--- config.mk ---
export PLATFORM = sky130hd
export DESIGN_NAME = modular_inverse_core
export DESIGN_NICKNAME = d
export VERILOG_FILES = /design/src/rtl/mi_pkg.sv /design/src/rtl/mi_ctrl.sv /design/src/rtl/mi_datapath.sv /design/src/rtl/modular_inverse_core.sv
export SDC_FILE = /design/constraint.sdc
export NUM_CORES = 1
export LEC_CHECK = 0
export ABC_AREA = 1
export BUFFER_PORTS_ARGS = -buffer_cell sky130_fd_sc_hd__buf_2
export CORE_UTILIZATION = 55
export CTS_CLUSTER_SIZE = 40
export DETAILED_ROUTE_END_ITERATION = 12
export GPL_TIMING_DRIVEN = 0
export PLACE_DENSITY = 0.84
export SYNTH_ARGS = -nofsm -noshare
export SYNTH_HDL_FRONTEND = slang
export SYNTH_SLANG_ARGS = --single-unit
--- constraint.sdc ---
create_clock -name clk -period 9.9 [get_ports clk]
set_clock_uncertainty 0.1 [all_clocks]
set_input_delay 1.98 -clock clk [delete_from_list [all_inputs] [get_ports clk]]
set_output_delay 1.98 -clock clk [all_outputs]
set_load 0.005 [all_outputs]
--- src/rtl/mi_pkg.sv ---
// Shared types for the modular inverse core.
// Controller state enum and the command/status structs that join
// the controller and the datapath. No dependencies.
package mi_pkg;

	typedef enum logic [2:0] {
		ST_IDLE,
		ST_CHECK,
		ST_ALIGN,
		ST_SUB,
		ST_LIFT
	} state_t;

	typedef struct packed {
		logic load;    // take a new word from the input
		logic start;   // set up the division for one Euclid step
		logic grow;    // shift divisor and coefficient multiple up
		logic sub;     // one quotient bit: conditional subtract, shift down
		logic commit;  // last quotient bit: retire the Euclid step
		logic finish;  // lift coefficient into the output register
	} cmd_t;

	typedef struct packed {
		logic lo_zero;   // remainder is zero, iteration done
		logic can_grow;  // doubled divisor still fits under partial remainder
		logic k_zero;    // at the lowest quotient bit
	} status_t;

endpackage

--- src/rtl/mi_ctrl.sv ---
// Controller for the modular inverse core.
// Sequences Euclid steps and the shift/subtract division inside each.
// Uses mi_pkg (state_t, cmd_t, status_t).
module mi_ctrl (
	input  logic             clk,
	input  logic             arst_n,
	input  logic             in_valid,
	output logic             in_stall,
	output logic             out_valid,
	input  logic             out_stall,
	input  mi_pkg::status_t  status,
	output mi_pkg::cmd_t     cmd
);

	mi_pkg::state_t state_q, state_next;
	logic           out_valid_q;
	logic           out_free;

	assign out_free = !out_valid_q || !out_stall;

	always_ff @(posedge clk or negedge arst_n) begin
		if (!arst_n) begin
			state_q     <= mi_pkg::ST_IDLE;
			out_valid_q <= 1'b0;
		end else begin
			state_q <= state_next;
			if (cmd.finish)
				out_valid_q <= 1'b1;
			else if (!out_stall)
				out_valid_q <= 1'b0;
		end
	end

	always_comb begin
		state_next = state_q;
		case (state_q)
			mi_pkg::ST_IDLE: begin
				if (in_valid)
					state_next = mi_pkg::ST_CHECK;
			end
			mi_pkg::ST_CHECK: begin
				if (status.lo_zero)
					state_next = mi_pkg::ST_LIFT;
				else
					state_next = mi_pkg::ST_ALIGN;
			end
			mi_pkg::ST_ALIGN: begin
				if (!status.can_grow)
					state_next = mi_pkg::ST_SUB;
			end
			mi_pkg::ST_SUB: begin
				if (status.k_zero)
					state_next = mi_pkg::ST_CHECK;
			end
			mi_pkg::ST_LIFT: begin
				if (out_free)
					state_next = mi_pkg::ST_IDLE;
			end
			default: state_next = mi_pkg::ST_IDLE;
		endcase
	end

	always_comb begin
		cmd      = '0;
		in_stall = 1'b1;
		case (state_q)
			mi_pkg::ST_IDLE: begin
				in_stall = 1'b0;
				cmd.load = in_valid;
			end
			mi_pkg::ST_CHECK: begin
				cmd.start = !status.lo_zero;
			end
			mi_pkg::ST_ALIGN: begin
				cmd.grow = status.can_grow;
			end
			mi_pkg::ST_SUB: begin
				cmd.sub    = !status.k_zero;
				cmd.commit = status.k_zero;
			end
			mi_pkg::ST_LIFT: begin
				cmd.finish = out_free;
			end
			default: begin
				cmd = '0;
			end
		endcase
	end

	assign out_valid = out_valid_q;

endmodule

--- src/rtl/mi_datapath.sv ---
// Datapath for the modular inverse core: remainder pair, coefficient pair,
// a one-bit-per-cycle shift/subtract divider that also forms prev - q*cur.
// Uses mi_pkg (cmd_t, status_t).
module mi_datapath #(
	parameter int DATA_WIDTH = 31
) (
	input  logic                  clk,
	input  mi_pkg::cmd_t          cmd,
	output mi_pkg::status_t       status,
	input  logic [DATA_WIDTH-1:0] value,
	input  logic [DATA_WIDTH-1:0] modulus,
	output logic [DATA_WIDTH-1:0] inverse
);

	localparam int W  = DATA_WIDTH;
	localparam int CW = DATA_WIDTH + 3;  // |coef| < 3 * 2^W mid-step
	localparam int KW = $clog2(DATA_WIDTH + 1);

	logic [W-1:0]         hi_q, lo_q, mod_q, r_q, inverse_q;
	logic [W:0]           d_q;
	logic signed [CW-1:0] prev_q, cur_q, c_q, mult_q;
	logic [KW-1:0]        k_q;

	logic                 fits;
	logic [W-1:0]         r_sub;
	logic signed [CW-1:0] c_sub;
	logic signed [CW-1:0] lifted;

	// quotient bit for the current alignment
	assign fits  = ({1'b0, r_q} >= d_q);
	assign r_sub = fits ? (r_q - d_q[W-1:0]) : r_q;
	assign c_sub = fits ? (c_q - mult_q) : c_q;

	assign lifted = prev_q[CW-1] ? (prev_q + $signed({3'b000, mod_q})) : prev_q;

	always_ff @(posedge clk) begin
		if (cmd.load) begin
			hi_q   <= modulus;
			lo_q   <= value;
			mod_q  <= modulus;
			prev_q <= '0;
			cur_q  <= CW'(1);
		end
		if (cmd.start) begin
			r_q    <= hi_q;
			d_q    <= {1'b0, lo_q};
			c_q    <= prev_q;
			mult_q <= cur_q;
			k_q    <= '0;
		end
		if (cmd.grow) begin
			d_q    <= {d_q[W-1:0], 1'b0};
			mult_q <= mult_q <<< 1;
			k_q    <= k_q + 1'b1;
		end
		if (cmd.sub) begin
			r_q    <= r_sub;
			c_q    <= c_sub;
			d_q    <= d_q >> 1;
			mult_q <= mult_q >>> 1;
			k_q    <= k_q - 1'b1;
		end
		if (cmd.commit) begin
			hi_q   <= lo_q;
			lo_q   <= r_sub;
			prev_q <= cur_q;
			cur_q  <= c_sub;
		end
		if (cmd.finish)
			inverse_q <= lifted[W-1:0];
	end

	assign status.lo_zero  = (lo_q == '0);
	assign status.can_grow = ({d_q, 1'b0} <= {2'b00, r_q});
	assign status.k_zero   = (k_q == '0);

	assign inverse = inverse_q;

endmodule

--- src/rtl/modular_inverse_core.sv ---
// Modular inverse core (extended Euclid), controller plus datapath.
// Each Euclid step runs a check, the divisor alignment and the shift/subtract division;
// after the last step the coefficient is lifted into the output register and the core
// returns to idle for the next word once the output is free. A zero value goes from
// the check straight to the lift.
// Reset (arst_n, async low) clears the controller and output valid only.
module modular_inverse_core #(
	parameter int DATA_WIDTH = 31
) (
	input  logic                  clk,
	input  logic                  arst_n,
	input  logic                  in_valid,
	output logic                  in_stall,
	input  logic [DATA_WIDTH-1:0] value,
	input  logic [DATA_WIDTH-1:0] modulus,
	output logic                  out_valid,
	input  logic                  out_stall,
	output logic [DATA_WIDTH-1:0] inverse
);

	mi_pkg::cmd_t    cmd;
	mi_pkg::status_t status;

	mi_ctrl u_ctrl (
		.clk       (clk),
		.arst_n    (arst_n),
		.in_valid  (in_valid),
		.in_stall  (in_stall),
		.out_valid (out_valid),
		.out_stall (out_stall),
		.status    (status),
		.cmd       (cmd)
	);

	mi_datapath #(
		.DATA_WIDTH (DATA_WIDTH)
	) u_datapath (
		.clk     (clk),
		.cmd     (cmd),
		.status  (status),
		.value   (value),
		.modulus (modulus),
		.inverse (inverse)
	);

endmodule

==> run summary <==
status - finished clean
slowest cell on the critical path - clkbuf_1
Post-synth top flop - edfxtp_1
Buf/Inv on CP - 9
crit end category - register
WHS Endpoint - u_ctrl.out_valid
DR vias - 21803
Critical Path Source Type - register
HPWL after detailed placement - 60400 µm
post_cts resized - 0
largest net degree at the start of global routing - 60
Setup TNS - 0 ns
Placer Congestion - 1.09
R2R Setup Slk - 5.81 ns
Post-synth EDFFs - 327
Root Buffer - clkbuf_16
Final Routed Wirelength - 78200 µm
f_max - 244 MHz
worst path cell trace - inv_1 -> ha_1 -> inv_1 -> nor2_1 -> nand2_1 -> inv_1 -> nand2_1 -> nor2_1 -> inv_2 -> clkbuf_1 -> buf_2 -> o21ai_4 -> buf_16 -> buf_16 -> buf_12
family with the most delay on the worst path - buffers and inverters
crit path kind - reg2reg
Final Hold Violating Endpoints - 0
width of the chip - 204 µm
RSZ-0062 raised after global routing - no
hold depth - 2
post-synthesis register bit count - 332
Fillers - 3513
Async SR Flop Fraction - 0.0120
Die H - 204 µm
CP max FO - 28
fin. max-slew vios - 0
initial antenna violation count - 2
M2 GR Usage - 0.594
leading post-synthesis cells by cell area - edfxtp_1, nand2_1, ha_1
CP Data Arrival Time - 4.24 ns
Tmin final - 4.09 ns
DIE AREA - 41600 µm²
routed length per instance - 21.6 µm
Slew HR - 0.334
top cells by count, synth - nand2_1, inv_1, edfxtp_1
clk slew on worst S/H paths - 0.06 ns
DRC - 0
CTS sink count - 332
largest area contributor in the netlist - edfxtp_1
gr busiest metal - met2
worst r2r path cells - 15
CTS tree - built
share of cells above drive strength 1 - 0.0731
worst hold path class - reg2reg
Clock H-tree levels - 2
GRT overflow - 0
CTS Hold Bufs - 0
Area growth, synth to finish - 11.7%
reg-to-reg startpoint - u_datapath.k_q[0]
Mapped Area - 22400 µm²
Clock Latency Late Sink - 0.58 ns
HP Start - u_ctrl.out_valid
placed cell area - 23800 µm²
most frequent cell after synthesis - nand2_1
post-CTS setup buffer count - 0
crit share post-route - 0.413
Port Buf Inserts - 98
Worst Tran Pin Value - 1.00 ns
io pins - 99
top-area cell type share of the netlist area - 0.438
vias in the first global route - 20621
CTS Buf Count - 37
met1 Use GR - 0.475
Starting Density - 0.560
Worst R2R End - u_datapath.hi_q[18]
CTS Buffer Depth - 3
syn_nets - 3117
Avg Cell Area, Syn - 7.67 µm²
synth warn - 0
Top cell by count, worst path - inv_1
Final ANT Viol Nets - 0
Seq/Total Area, Yosys - 0.443
Required @ worst endpoint - 10.05 ns
Core Region - 40000 µm²
final-report setup violation count - 0
vias per cell - 6.02
Std-Cell Rows - 73
Nets - 3262
Initial DRC Count - 2821
Util after Layout - 0.626
final setup margin - 5.81 ns
Post-Syn Instances - 2922
max incr delay on CP - 0.45 ns
Finished Cell Area - 25000 µm²
first-pass GRT wire length - 117000 µm
total iterations of the first detailed-routing run - 9
Max-Cap Viols - 0
Total GRT Usage - 0.375
number of different library cells in the post-synthesis netlist - 45
met3 Track Usage GR - 0.0783
Placement Setup Slack - 5.93 ns
-- worst register-to-register path, cell delays in order (launching register included) --
cell	delay (ns)
edfxtp_1	0.41
inv_1	0.13
ha_1	0.18
inv_1	0.06
nor2_1	0.14
nand2_1	0.07
inv_1	0.07
nand2_1	0.07
nor2_1	0.44
inv_2	0.22
clkbuf_1	0.45
buf_2	0.38
o21ai_4	0.35
buf_16	0.28
buf_16	0.19
buf_12	0.21
-- cell usage in the layout, fill, tap and decap left out, types with 3 or more instances in the layout --
cell type | synthesis | final
o21ai_0 | 124 | 123
bufinv_16 | 0 | 6
nand3b_1 | 10 | 10
buf_12 | 0 | 3
o21a_1 | 3 | 3
clkinv_1 | 0 | 7
o211ai_2 | 20 | 20
nand3_1 | 283 | 283
o21bai_1 | 10 | 10
a31oi_1 | 6 | 6
clkinv_2 | 0 | 5
inv_1 | 382 | 382
clkbuf_16 | 0 | 38
edfxtp_1 | 327 | 327
dfrtp_1 | 4 | 4
fa_1 | 3 | 3
xnor2_1 | 30 | 30
o21ai_1 | 19 | 19
nor4_1 | 8 | 8
or2_2 | 4 | 4
buf_16 | 0 | 5
buf_2 | 22 | 120
a21oi_1 | 123 | 123
nor2_1 | 226 | 224
a21o_1 | 9 | 9
nand2_1 | 990 | 988
buf_1 | 11 | 11
xor2_1 | 18 | 18
nor3_1 | 29 | 29
nand2_2 | 3 | 3
ha_1 | 126 | 126
buf_4 | 4 | 4
o211ai_1 | 21 | 21
clkbuf_1 | 54 | 60
inv_2 | 4 | 4
nand4_1 | 32 | 32
-- layer usage --
layer / routed length, µm / part of all wire
met1: 29600 / 0.38
met3: 8660 / 0.11
met4: 5190 / 0.066
met2: 34800 / 0.44
met5: 12 / 0.00015
-- how the worst max path moves through the flow --
stage	startpoint	to	cells after the start	slack, ns
finish	u_datapath.k_q[0]	u_datapath.hi_q[18]	15	5.81
global route	u_datapath.k_q[0]	u_datapath.lo_q[16]	15	5.64
CTS	u_datapath.k_q[0]	u_datapath.hi_q[18]	15	5.89
detailed placement	u_datapath.k_q[0]	u_datapath.hi_q[16]	15	5.93
global placement	in_valid	u_datapath.lo_q[16]	3	-1.65
floorplan	in_valid	u_datapath.cur_q[0]	2	1.40
-- flip-flops by register name, indices dropped and copies added, names as in the netlist --
signal              cells
u_ctrl.out_valid        1
u_ctrl.state_q          3
u_datapath.c_q         34
u_datapath.cur_q       34
u_datapath.d_q         32
u_datapath.hi_q        31
u_datapath.inverse     31
u_datapath.k_q          5
u_datapath.lo_q        31
u_datapath.mod_q       31
u_datapath.mult_q      34
u_datapath.prev_q      34
u_datapath.r_q         31
-- metrics by stage --
stage | cells | hold WS [ns]
after floorplan | 2922 | 0.357
after global placement | 3545 | 0.379
after detailed placement | 3553 | 0.381
after CTS | 3617 | 0.394
after global routing | 3617 | 0.437
final | 3619 | 0.390
-- cell families after synthesis --
family,Yosys count,synth area share
AND/OR/NAND/NOR,1592,0.293
buffers and inverters,479,0.0828
AO/OA/AOI/OAI,342,0.0893
flip-flops,332,0.443
adder cells (fa/ha/maj),129,0.0730
XOR/XNOR,48,0.0188
-- final cells by class --
class / count / area [µm²] / share of cell area
multi-input combinational: 2111 / 10700 / 0.426
sequential: 332 / 9940 / 0.397
inverter: 386 / 1450 / 0.0579
clock buffer: 44 / 973 / 0.0389
timing repair buffer: 106 / 688 / 0.0275
tap: 525 / 657 / 0.0262
buffer: 93 / 407 / 0.0162
clock inverter: 20 / 255 / 0.0102
antenna: 2 / 5.00 / 0.000200
Power is not shown: default switching activity piles up to over one toggle a cycle in this logic, so the estimate is an artifact.
